## src/kce_pkg.sv

```systemverilog
// Package for the keypad calculator engine.
// Holds key codes, operator, phase and display kind codes, and the arithmetic unit
// handshake structs. It depends on nothing.
`timescale 1ns / 1ps
`default_nettype none

package kce_pkg;

	typedef logic [1:0] kce_op_t;
	typedef logic [1:0] kce_phase_t;
	typedef logic [2:0] kce_kind_t;
	typedef logic [7:0] kce_char_t;

	localparam kce_op_t OP_ADD = 2'd0;
	localparam kce_op_t OP_SUB = 2'd1;
	localparam kce_op_t OP_MUL = 2'd2;
	localparam kce_op_t OP_DIV = 2'd3;

	localparam kce_phase_t PH_DIGIT = 2'd0;
	localparam kce_phase_t PH_SIGN  = 2'd1;
	localparam kce_phase_t PH_EQUAL = 2'd2;

	localparam kce_kind_t KIND_ENTRY = 3'd0;
	localparam kce_kind_t KIND_OPRES = 3'd1;
	localparam kce_kind_t KIND_EQRES = 3'd2;
	localparam kce_kind_t KIND_ZDIV  = 3'd3;
	localparam kce_kind_t KIND_CLEAR = 3'd4;

	localparam kce_char_t KEY_PLUS  = 8'h2B;
	localparam kce_char_t KEY_MINUS = 8'h2D;
	localparam kce_char_t KEY_STAR  = 8'h2A;
	localparam kce_char_t KEY_SLASH = 8'h2F;
	localparam kce_char_t KEY_EQUAL = 8'h3D;
	localparam kce_char_t KEY_CLEAR = 8'h43;
	localparam kce_char_t KEY_ZERO  = 8'h30;
	localparam kce_char_t KEY_NINE  = 8'h39;
	localparam kce_char_t CHAR_NONE = 8'h00;

	typedef struct packed {
		logic    start;
		kce_op_t op;
	} kce_alu_req_t;

	typedef struct packed {
		logic busy;
		logic done;
	} kce_alu_stat_t;

endpackage

`default_nettype wire

```

## src/kce_alu.sv

```systemverilog
// Shared iterative arithmetic unit: registered add/subtract, shift-add multiply
// and restoring divide, one bit per cycle. Depends on kce_pkg.
`timescale 1ns / 1ps
`default_nettype none

module kce_alu #(
	parameter int WORD_WIDTH = 32
) (
	input  wire                          clk,
	input  wire                          arst_n,
	input  wire kce_pkg::kce_alu_req_t   req,
	input  wire  [WORD_WIDTH-1:0]        opa,
	input  wire  [WORD_WIDTH-1:0]        opb,
	output kce_pkg::kce_alu_stat_t       stat,
	output logic [WORD_WIDTH-1:0]        result
);
	import kce_pkg::*;

	localparam int CW = $clog2(WORD_WIDTH);

	logic                  busy_q;
	logic                  done_q;
	kce_op_t               op_q;
	logic [CW-1:0]         cnt_q;
	logic [WORD_WIDTH-1:0] a_q;
	logic [WORD_WIDTH-1:0] b_q;
	logic [WORD_WIDTH:0]   acc_q;
	logic [WORD_WIDTH:0]   rem_sh;
	logic [WORD_WIDTH:0]   rem_sub;
	logic                  rem_ge;

	assign rem_sh  = {acc_q[WORD_WIDTH-1:0], a_q[WORD_WIDTH-1]};
	assign rem_sub = rem_sh - {1'b0, b_q};
	assign rem_ge  = rem_sh >= {1'b0, b_q};

	always_ff @(posedge clk or negedge arst_n) begin
		if (!arst_n) begin
			busy_q <= 1'b0;
			done_q <= 1'b0;
			cnt_q  <= '0;
			op_q   <= OP_ADD;
			a_q    <= '0;
			b_q    <= '0;
			acc_q  <= '0;
		end else begin
			done_q <= 1'b0;
			if (req.start) begin
				op_q  <= req.op;
				cnt_q <= '0;
				a_q   <= opa;
				b_q   <= opb;
				unique case (req.op)
					OP_ADD: begin
						acc_q  <= {1'b0, opa + opb};
						done_q <= 1'b1;
					end
					OP_SUB: begin
						acc_q  <= {1'b0, opa - opb};
						done_q <= 1'b1;
					end
					default: begin
						acc_q  <= '0;
						busy_q <= 1'b1;
					end
				endcase
			end else if (busy_q) begin
				if (op_q == OP_MUL) begin
					if (b_q[0]) begin
						acc_q <= {1'b0, acc_q[WORD_WIDTH-1:0] + a_q};
					end
					a_q <= {a_q[WORD_WIDTH-2:0], 1'b0};
					b_q <= {1'b0, b_q[WORD_WIDTH-1:1]};
				end else begin
					acc_q <= rem_ge ? rem_sub : rem_sh;
					a_q   <= {a_q[WORD_WIDTH-2:0], rem_ge};
				end
				cnt_q <= cnt_q + 1'b1;
				if (cnt_q == CW'(WORD_WIDTH - 1)) begin
					busy_q <= 1'b0;
					done_q <= 1'b1;
				end
			end
		end
	end

	assign stat.busy = busy_q;
	assign stat.done = done_q;
	assign result    = (op_q == OP_DIV) ? a_q : acc_q[WORD_WIDTH-1:0];

endmodule

`default_nettype wire

```

## src/keypad_calculator_engine.sv

```systemverilog
// Keypad calculator engine: key decode, sequencer and result register.
// Depends on kce_pkg and kce_alu.
//
// Usage: one ASCII key code per beat on the key channel (key_valid, key_stall,
// key_code). Digits, '+', '-', '*', '/', '=' and 'C' each return one beat on
// the result channel (result_valid, result_stall and the display fields);
// any other key is consumed and returns nothing.
// Digits, clear, repeated operators and zero division go from idle straight to
// the emit state; a pending add, subtract, multiply or divide first waits in
// the calc state until the shared arithmetic unit is done; the unit works
// through multiply and divide one bit per cycle. One key is handled at a time,
// so key_stall stays high from accept until the result is loaded into the
// output register; the next key is taken while that result waits.
// Reset clears the accumulator, the entry, the pending operator (add), the
// phase (digit) and the result register. While result_stall is high the
// result holds; a finished computation waits in the sequencer until the
// output register frees up.
`timescale 1ns / 1ps
`default_nettype none

module keypad_calculator_engine #(
	parameter int WORD_WIDTH = 32
) (
	input  wire                   clk,
	input  wire                   arst_n,
	input  wire                   key_valid,
	output logic                  key_stall,
	input  wire  [7:0]            key_code,
	output logic                  result_valid,
	input  wire                   result_stall,
	output logic [WORD_WIDTH-1:0] display_value,
	output logic [2:0]            display_kind,
	output logic [7:0]            op_char,
	output logic                  clear_screen
);
	import kce_pkg::*;

	localparam logic [1:0] ST_IDLE = 2'd0;
	localparam logic [1:0] ST_CALC = 2'd1;
	localparam logic [1:0] ST_EMIT = 2'd2;

	logic [1:0]            state_q;
	logic [WORD_WIDTH-1:0] acc_q;
	logic [WORD_WIDTH-1:0] entry_q;
	kce_op_t               pend_q;
	kce_phase_t            phase_q;
	logic [WORD_WIDTH-1:0] res_value_q;
	kce_kind_t             res_kind_q;
	kce_char_t             res_char_q;
	logic                  res_clr_q;
	logic                  out_valid_q;

	logic                  take;
	logic                  is_digit;
	logic                  is_op;
	kce_op_t               key_op;
	logic [WORD_WIDTH-1:0] entry_next;
	logic                  out_free;
	logic                  load_out;
	kce_alu_req_t          alu_req;
	kce_alu_stat_t         alu_stat;
	logic [WORD_WIDTH-1:0] alu_result;

	assign key_stall = (state_q != ST_IDLE);
	assign take      = key_valid && !key_stall;
	assign is_digit  = (key_code >= KEY_ZERO) && (key_code <= KEY_NINE);
	assign out_free  = !out_valid_q || !result_stall;
	assign load_out  = (state_q == ST_EMIT) && out_free;
	assign entry_next = (entry_q << 3) + (entry_q << 1)
		+ WORD_WIDTH'(key_code[3:0]);

	always_comb begin
		is_op  = 1'b1;
		key_op = OP_ADD;
		unique case (key_code)
			KEY_PLUS:  key_op = OP_ADD;
			KEY_MINUS: key_op = OP_SUB;
			KEY_STAR:  key_op = OP_MUL;
			KEY_SLASH: key_op = OP_DIV;
			KEY_EQUAL: key_op = OP_ADD;
			default:   is_op  = 1'b0;
		endcase
	end

	always_comb begin
		alu_req.start = take && is_op && (phase_q == PH_DIGIT)
			&& !((pend_q == OP_DIV) && (entry_q == '0));
		alu_req.op    = pend_q;
	end

	kce_alu #(
		.WORD_WIDTH(WORD_WIDTH)
	) u_alu (
		.clk    (clk),
		.arst_n (arst_n),
		.req    (alu_req),
		.opa    (acc_q),
		.opb    (entry_q),
		.stat   (alu_stat),
		.result (alu_result)
	);

	always_ff @(posedge clk or negedge arst_n) begin
		if (!arst_n) begin
			state_q       <= ST_IDLE;
			acc_q         <= '0;
			entry_q       <= '0;
			pend_q        <= OP_ADD;
			phase_q       <= PH_DIGIT;
			res_value_q   <= '0;
			res_kind_q    <= KIND_ENTRY;
			res_char_q    <= CHAR_NONE;
			res_clr_q     <= 1'b0;
			display_value <= '0;
			display_kind  <= KIND_ENTRY;
			op_char       <= CHAR_NONE;
			clear_screen  <= 1'b0;
			out_valid_q   <= 1'b0;
		end else begin
			if (load_out) begin
				out_valid_q <= 1'b1;
			end else if (!result_stall) begin
				out_valid_q <= 1'b0;
			end
			unique case (state_q)
				ST_IDLE: begin
					if (take && is_digit) begin
						if (phase_q == PH_EQUAL) begin
							acc_q <= '0;
						end
						entry_q     <= entry_next;
						phase_q     <= PH_DIGIT;
						res_value_q <= entry_next;
						res_kind_q  <= KIND_ENTRY;
						res_char_q  <= CHAR_NONE;
						res_clr_q   <= (phase_q != PH_DIGIT);
						state_q     <= ST_EMIT;
					end else if (take && is_op) begin
						pend_q  <= key_op;
						phase_q <= (key_code == KEY_EQUAL) ? PH_EQUAL : PH_SIGN;
						res_kind_q <= (key_code == KEY_EQUAL) ? KIND_EQRES : KIND_OPRES;
						res_char_q <= key_code;
						res_clr_q  <= 1'b0;
						res_value_q <= acc_q;
						state_q    <= ST_EMIT;
						if (phase_q == PH_DIGIT) begin
							entry_q <= '0;
							if (alu_req.start) begin
								state_q <= ST_CALC;
							end else begin
								res_value_q <= '0;
								res_kind_q  <= KIND_ZDIV;
								if (key_code != KEY_EQUAL) begin
									res_char_q <= CHAR_NONE;
									res_clr_q  <= 1'b1;
								end
							end
						end
					end else if (take && (key_code == KEY_CLEAR)) begin
						acc_q       <= '0;
						entry_q     <= '0;
						pend_q      <= OP_ADD;
						res_value_q <= '0;
						res_kind_q  <= KIND_CLEAR;
						res_char_q  <= CHAR_NONE;
						res_clr_q   <= 1'b1;
						state_q     <= ST_EMIT;
					end
				end
				ST_CALC: begin
					if (alu_stat.done) begin
						acc_q       <= alu_result;
						res_value_q <= alu_result;
						state_q     <= ST_EMIT;
					end
				end
				ST_EMIT: begin
					if (out_free) begin
						display_value <= res_value_q;
						display_kind  <= res_kind_q;
						op_char       <= res_char_q;
						clear_screen  <= res_clr_q;
						state_q       <= ST_IDLE;
					end
				end
				default: state_q <= ST_IDLE;
			endcase
		end
	end

	assign result_valid = out_valid_q;

endmodule

`default_nettype wire

```

## config.mk

```make
export PLATFORM = sky130hd
export DESIGN_NAME = keypad_calculator_engine
export DESIGN_NICKNAME = d
export VERILOG_FILES = /design/src/kce_pkg.sv /design/src/kce_alu.sv /design/src/keypad_calculator_engine.sv
export SDC_FILE = /design/constraint.sdc
export NUM_CORES = 1
export LEC_CHECK = 0
export ABC_AREA = 0
export BUFFER_PORTS_ARGS = -buffer_cell sky130_fd_sc_hd__buf_2
export CAP_MARGIN = 20
export CORE_MARGIN = 2
export CORE_UTILIZATION = 33
export CTS_CLUSTER_DIAMETER = 50
export DETAILED_ROUTE_END_ITERATION = 7
export SYNTH_ARGS = -nofsm -noshare
export SYNTH_HDL_FRONTEND = slang
export SYNTH_SLANG_ARGS = --single-unit
export TNS_END_PERCENT = 1
```

## constraint.sdc

```tcl
create_clock -name clk -period 5.2 [get_ports clk]
set_clock_uncertainty 0.1 [all_clocks]
set_input_delay 0.78 -clock clk [delete_from_list [all_inputs] [get_ports clk]]
set_output_delay 0.78 -clock clk [all_outputs]
set_load 0.02 [all_outputs]
```

==> out/qor.txt <==
Power density over the cells -> 207 nW/um^2
Min Tclk post-route -> 4.83 ns
Clk_lat worst skew -> 0.53 ns
Pre-antenna DRT Iters -> 7
CTS Hold Buffers Added -> 0
Dpl cell area -> 20,800 um^2
Die Y -> 248 um
CTS clk-pin slew, worst paths -> 0.06 ns
Max-slew headroom -> 27.7%
Routed wire per std cell -> 20.4 um
Period utilization -> 92.9%
Setup TNS -> 0 ns
Io pins -> 58
Iteration-0 DRC Markers -> 1,376
Total GRT Usage -> 20.1%
Gr ovfl total -> 0
Initial antenna violation count -> 0
Leak pwr -> 10.5 nW
Crit. End Element -> flip-flop
CTS tree -> built
DR vias/cell -> 5.68
Finished Cell Area -> 22,100 um^2
Post-route ant nets -> 0
CTS Sinks -> 264
Peak supply drop -> 0.000219 V
Required @ worst endpoint -> 5.48 ns
Distinct cells, synth -> 76
Register area share after synthesis -> 33.6%
Yosys reg bits -> 264
Inserted Diodes -> 0
Top-count cell post-synth -> nand2_1
Ys flop type -> dfrtp_1
Area share of the leading cell type in the synthesized netlist -> 33.6%
Critical Path AT -> 5.11 ns
Setup bufs post-CTS -> 0
Post-layout nets -> 2,450
FF-to-FF path depth -> 19
Max-cap viol count -> 0
Syn Inst Count -> 2,258
Synth cell count leaders -> nand2_1 (306), dfrtp_1 (264), o21ai_0 (196)
Avg Inst Size Synth -> 8.71 um^2
Fin. max-slew vios -> 0
WL met3 -> 3650 um
Final setup vio count -> 0
Core Region -> 58,900 um^2
WL met2 -> 29,600 um
Row count -> 89
Wl on met1 -> 27,700 um
First-pass GRT wire length -> 97,000 um
Placed cells -> 3,012
Die W -> 248 um
Port buffer count -> 57
Die area -> 61,500 um^2
Vias -> 17,500
Vias in the first global route -> 16,700
Yosys top cell by area -> dfrtp_1
GP Congestion -> 0.940
Layout cells sized above 1 -> 11.3%
CTS Buf Count -> 34
DP Wirelength -> 48,200 um
Top layer in use -> met4
RSZ-0062 raised after global routing -> false
CTS Buffer Depth -> 3
Area delta synth->final -> 12.2%
Number of remaining DRC errors -> 0
Initial Util -> 33.4%
Fmax -> 207 MHz
Synth Warn # -> 0
H-tree depth -> 2
Critical path type -> flip-flop to flip-flop
Cell Area, Synth -> 19,700 um^2
Largest net degree at the start of global routing -> 143
Crit start category -> flip-flop
CTS root buf -> clkbuf_16
Outcome -> complete, no violations
Final wirelength -> 62,800 um
Worst-margin pin slew -> 1.08 ns
Post-synth ARST share -> 100%
Post-synth EDFFs -> 0
CP max FO -> 8
Syn nets -> 2,430
Worst hold-check path type -> input pin to asynchronous set/reset pin
Synth area leaders -> dfrtp_1 (34%), ha_1 (9.9%), nand2_1 (5.8%)
Post-CTS Resized -> 0
Layout Cells excl Fill -> 3,076
Final hold viol count -> 0
Util after Layout -> 37.5%
## power breakdown
part | internal, mW | switching (mW)
clock network | 1.50 | 0.957
registers | 2.05 | 0.0000000000000000174
logic | 0.00887 | 0.0503
total | 3.57 | 1.01
## registers in the layout, summed over array words and instances (netlist names), 3 cells and up
signal / count
res_value_q: 32
u_alu.a_q: 32
op_char: 8
u_alu.b_q: 32
display_kind: 3
acc_q: 32
u_alu.cnt_q: 5
res_kind_q: 3
u_alu.acc_q: 32
entry_q: 32
display_value: 32
res_char_q: 8
## area by class of cell
type	instances	area, um^2
Clock buffer	50	1000
Clock inverter	11	156
Fill cell	6021	36800
Inverter	68	255
Multi-Input combinational cell	1810	12400
Sequential cell	264	6610
Tap cell	773	967
Timing Repair Buffer	100	679
## logic make-up after synthesis
logic type	count (synthesis)	share of synthesized area (%)
xor+xnor	141	6.28
simple gates	658	15.6
fa+ha+maj	160	10.4
buf+inv	184	3.63
mux	152	8.21
compound gates	699	22.3
flops	264	33.6
## critical path, stage by stage, from the launching register on
cell and delay (ns):
dfrtp_2 0.48, nor4_4 0.34, or3b_4 0.47, nor4_2 0.27, buf_4 0.17, nand2_1 0.14
o21ai_0 0.23, xor2_1 0.17, ha_1 0.26, a21o_1 0.16, a21oi_1 0.15, o211ai_1 0.14
nor2b_1 0.16, a2111oi_1 0.38, buf_4 0.18, nor2_1 0.05, a221oi_1 0.34, xnor2_1 0.13
a221oi_1 0.25, a31oi_1 0.11
## layer usage
layer  up-vias  global-route usage, %
met5         -                      0
met4         0                   6.20
li1       8231                      -
met2       527                   33.4
met1      8593                   27.1
met3       111                   2.70
## worst paths after layout
path,start,to,slack [ns]
setup / recovery,entry_q[7]$_DFFE_PN0P_,u_alu.acc_q[30]$_DFFE_PN0P_,0.37
hold / removal,arst_n,display_value[4]$_DFFE_PN0P_,0.23
setup reg to reg,entry_q[7]$_DFFE_PN0P_,u_alu.acc_q[30]$_DFFE_PN0P_,0.37
hold reg to reg,res_char_q[3]$_DFFE_PN0P_,res_char_q[3]$_DFFE_PN0P_,0.38
max in group asynchronous,arst_n,entry_q[7]$_DFFE_PN0P_,3.57
min in group clk,res_char_q[3]$_DFFE_PN0P_,res_char_q[3]$_DFFE_PN0P_,0.38
## metrics by stage
stage          power, mW  worst slack, ns  hold WS [ns]
2_1_floorplan       2.10            0.567         0.343
3_3_place_gp        2.15            0.104         0.360
3_5_place_dp        2.15            0.206         0.360
4_1_cts             4.62            0.146         0.297
5_1_grt             4.72           0.0302         0.343
6_report            4.58            0.367         0.234
## placed cells by master, fill, tap and decap left out, types with 63 or more instances in the layout
master	netlist	final
xnor2_1	78	78
inv_1	68	68
dfrtp_1	264	262
mux2i_1	78	78
mux2_2	74	74
a21oi_1	187	186
nor2_1	125	124
ha_1	155	155
nand2_1	306	305
xor2_1	63	63
o21ai_0	196	196
Note: power is estimated with default switching activity, not from simulation.
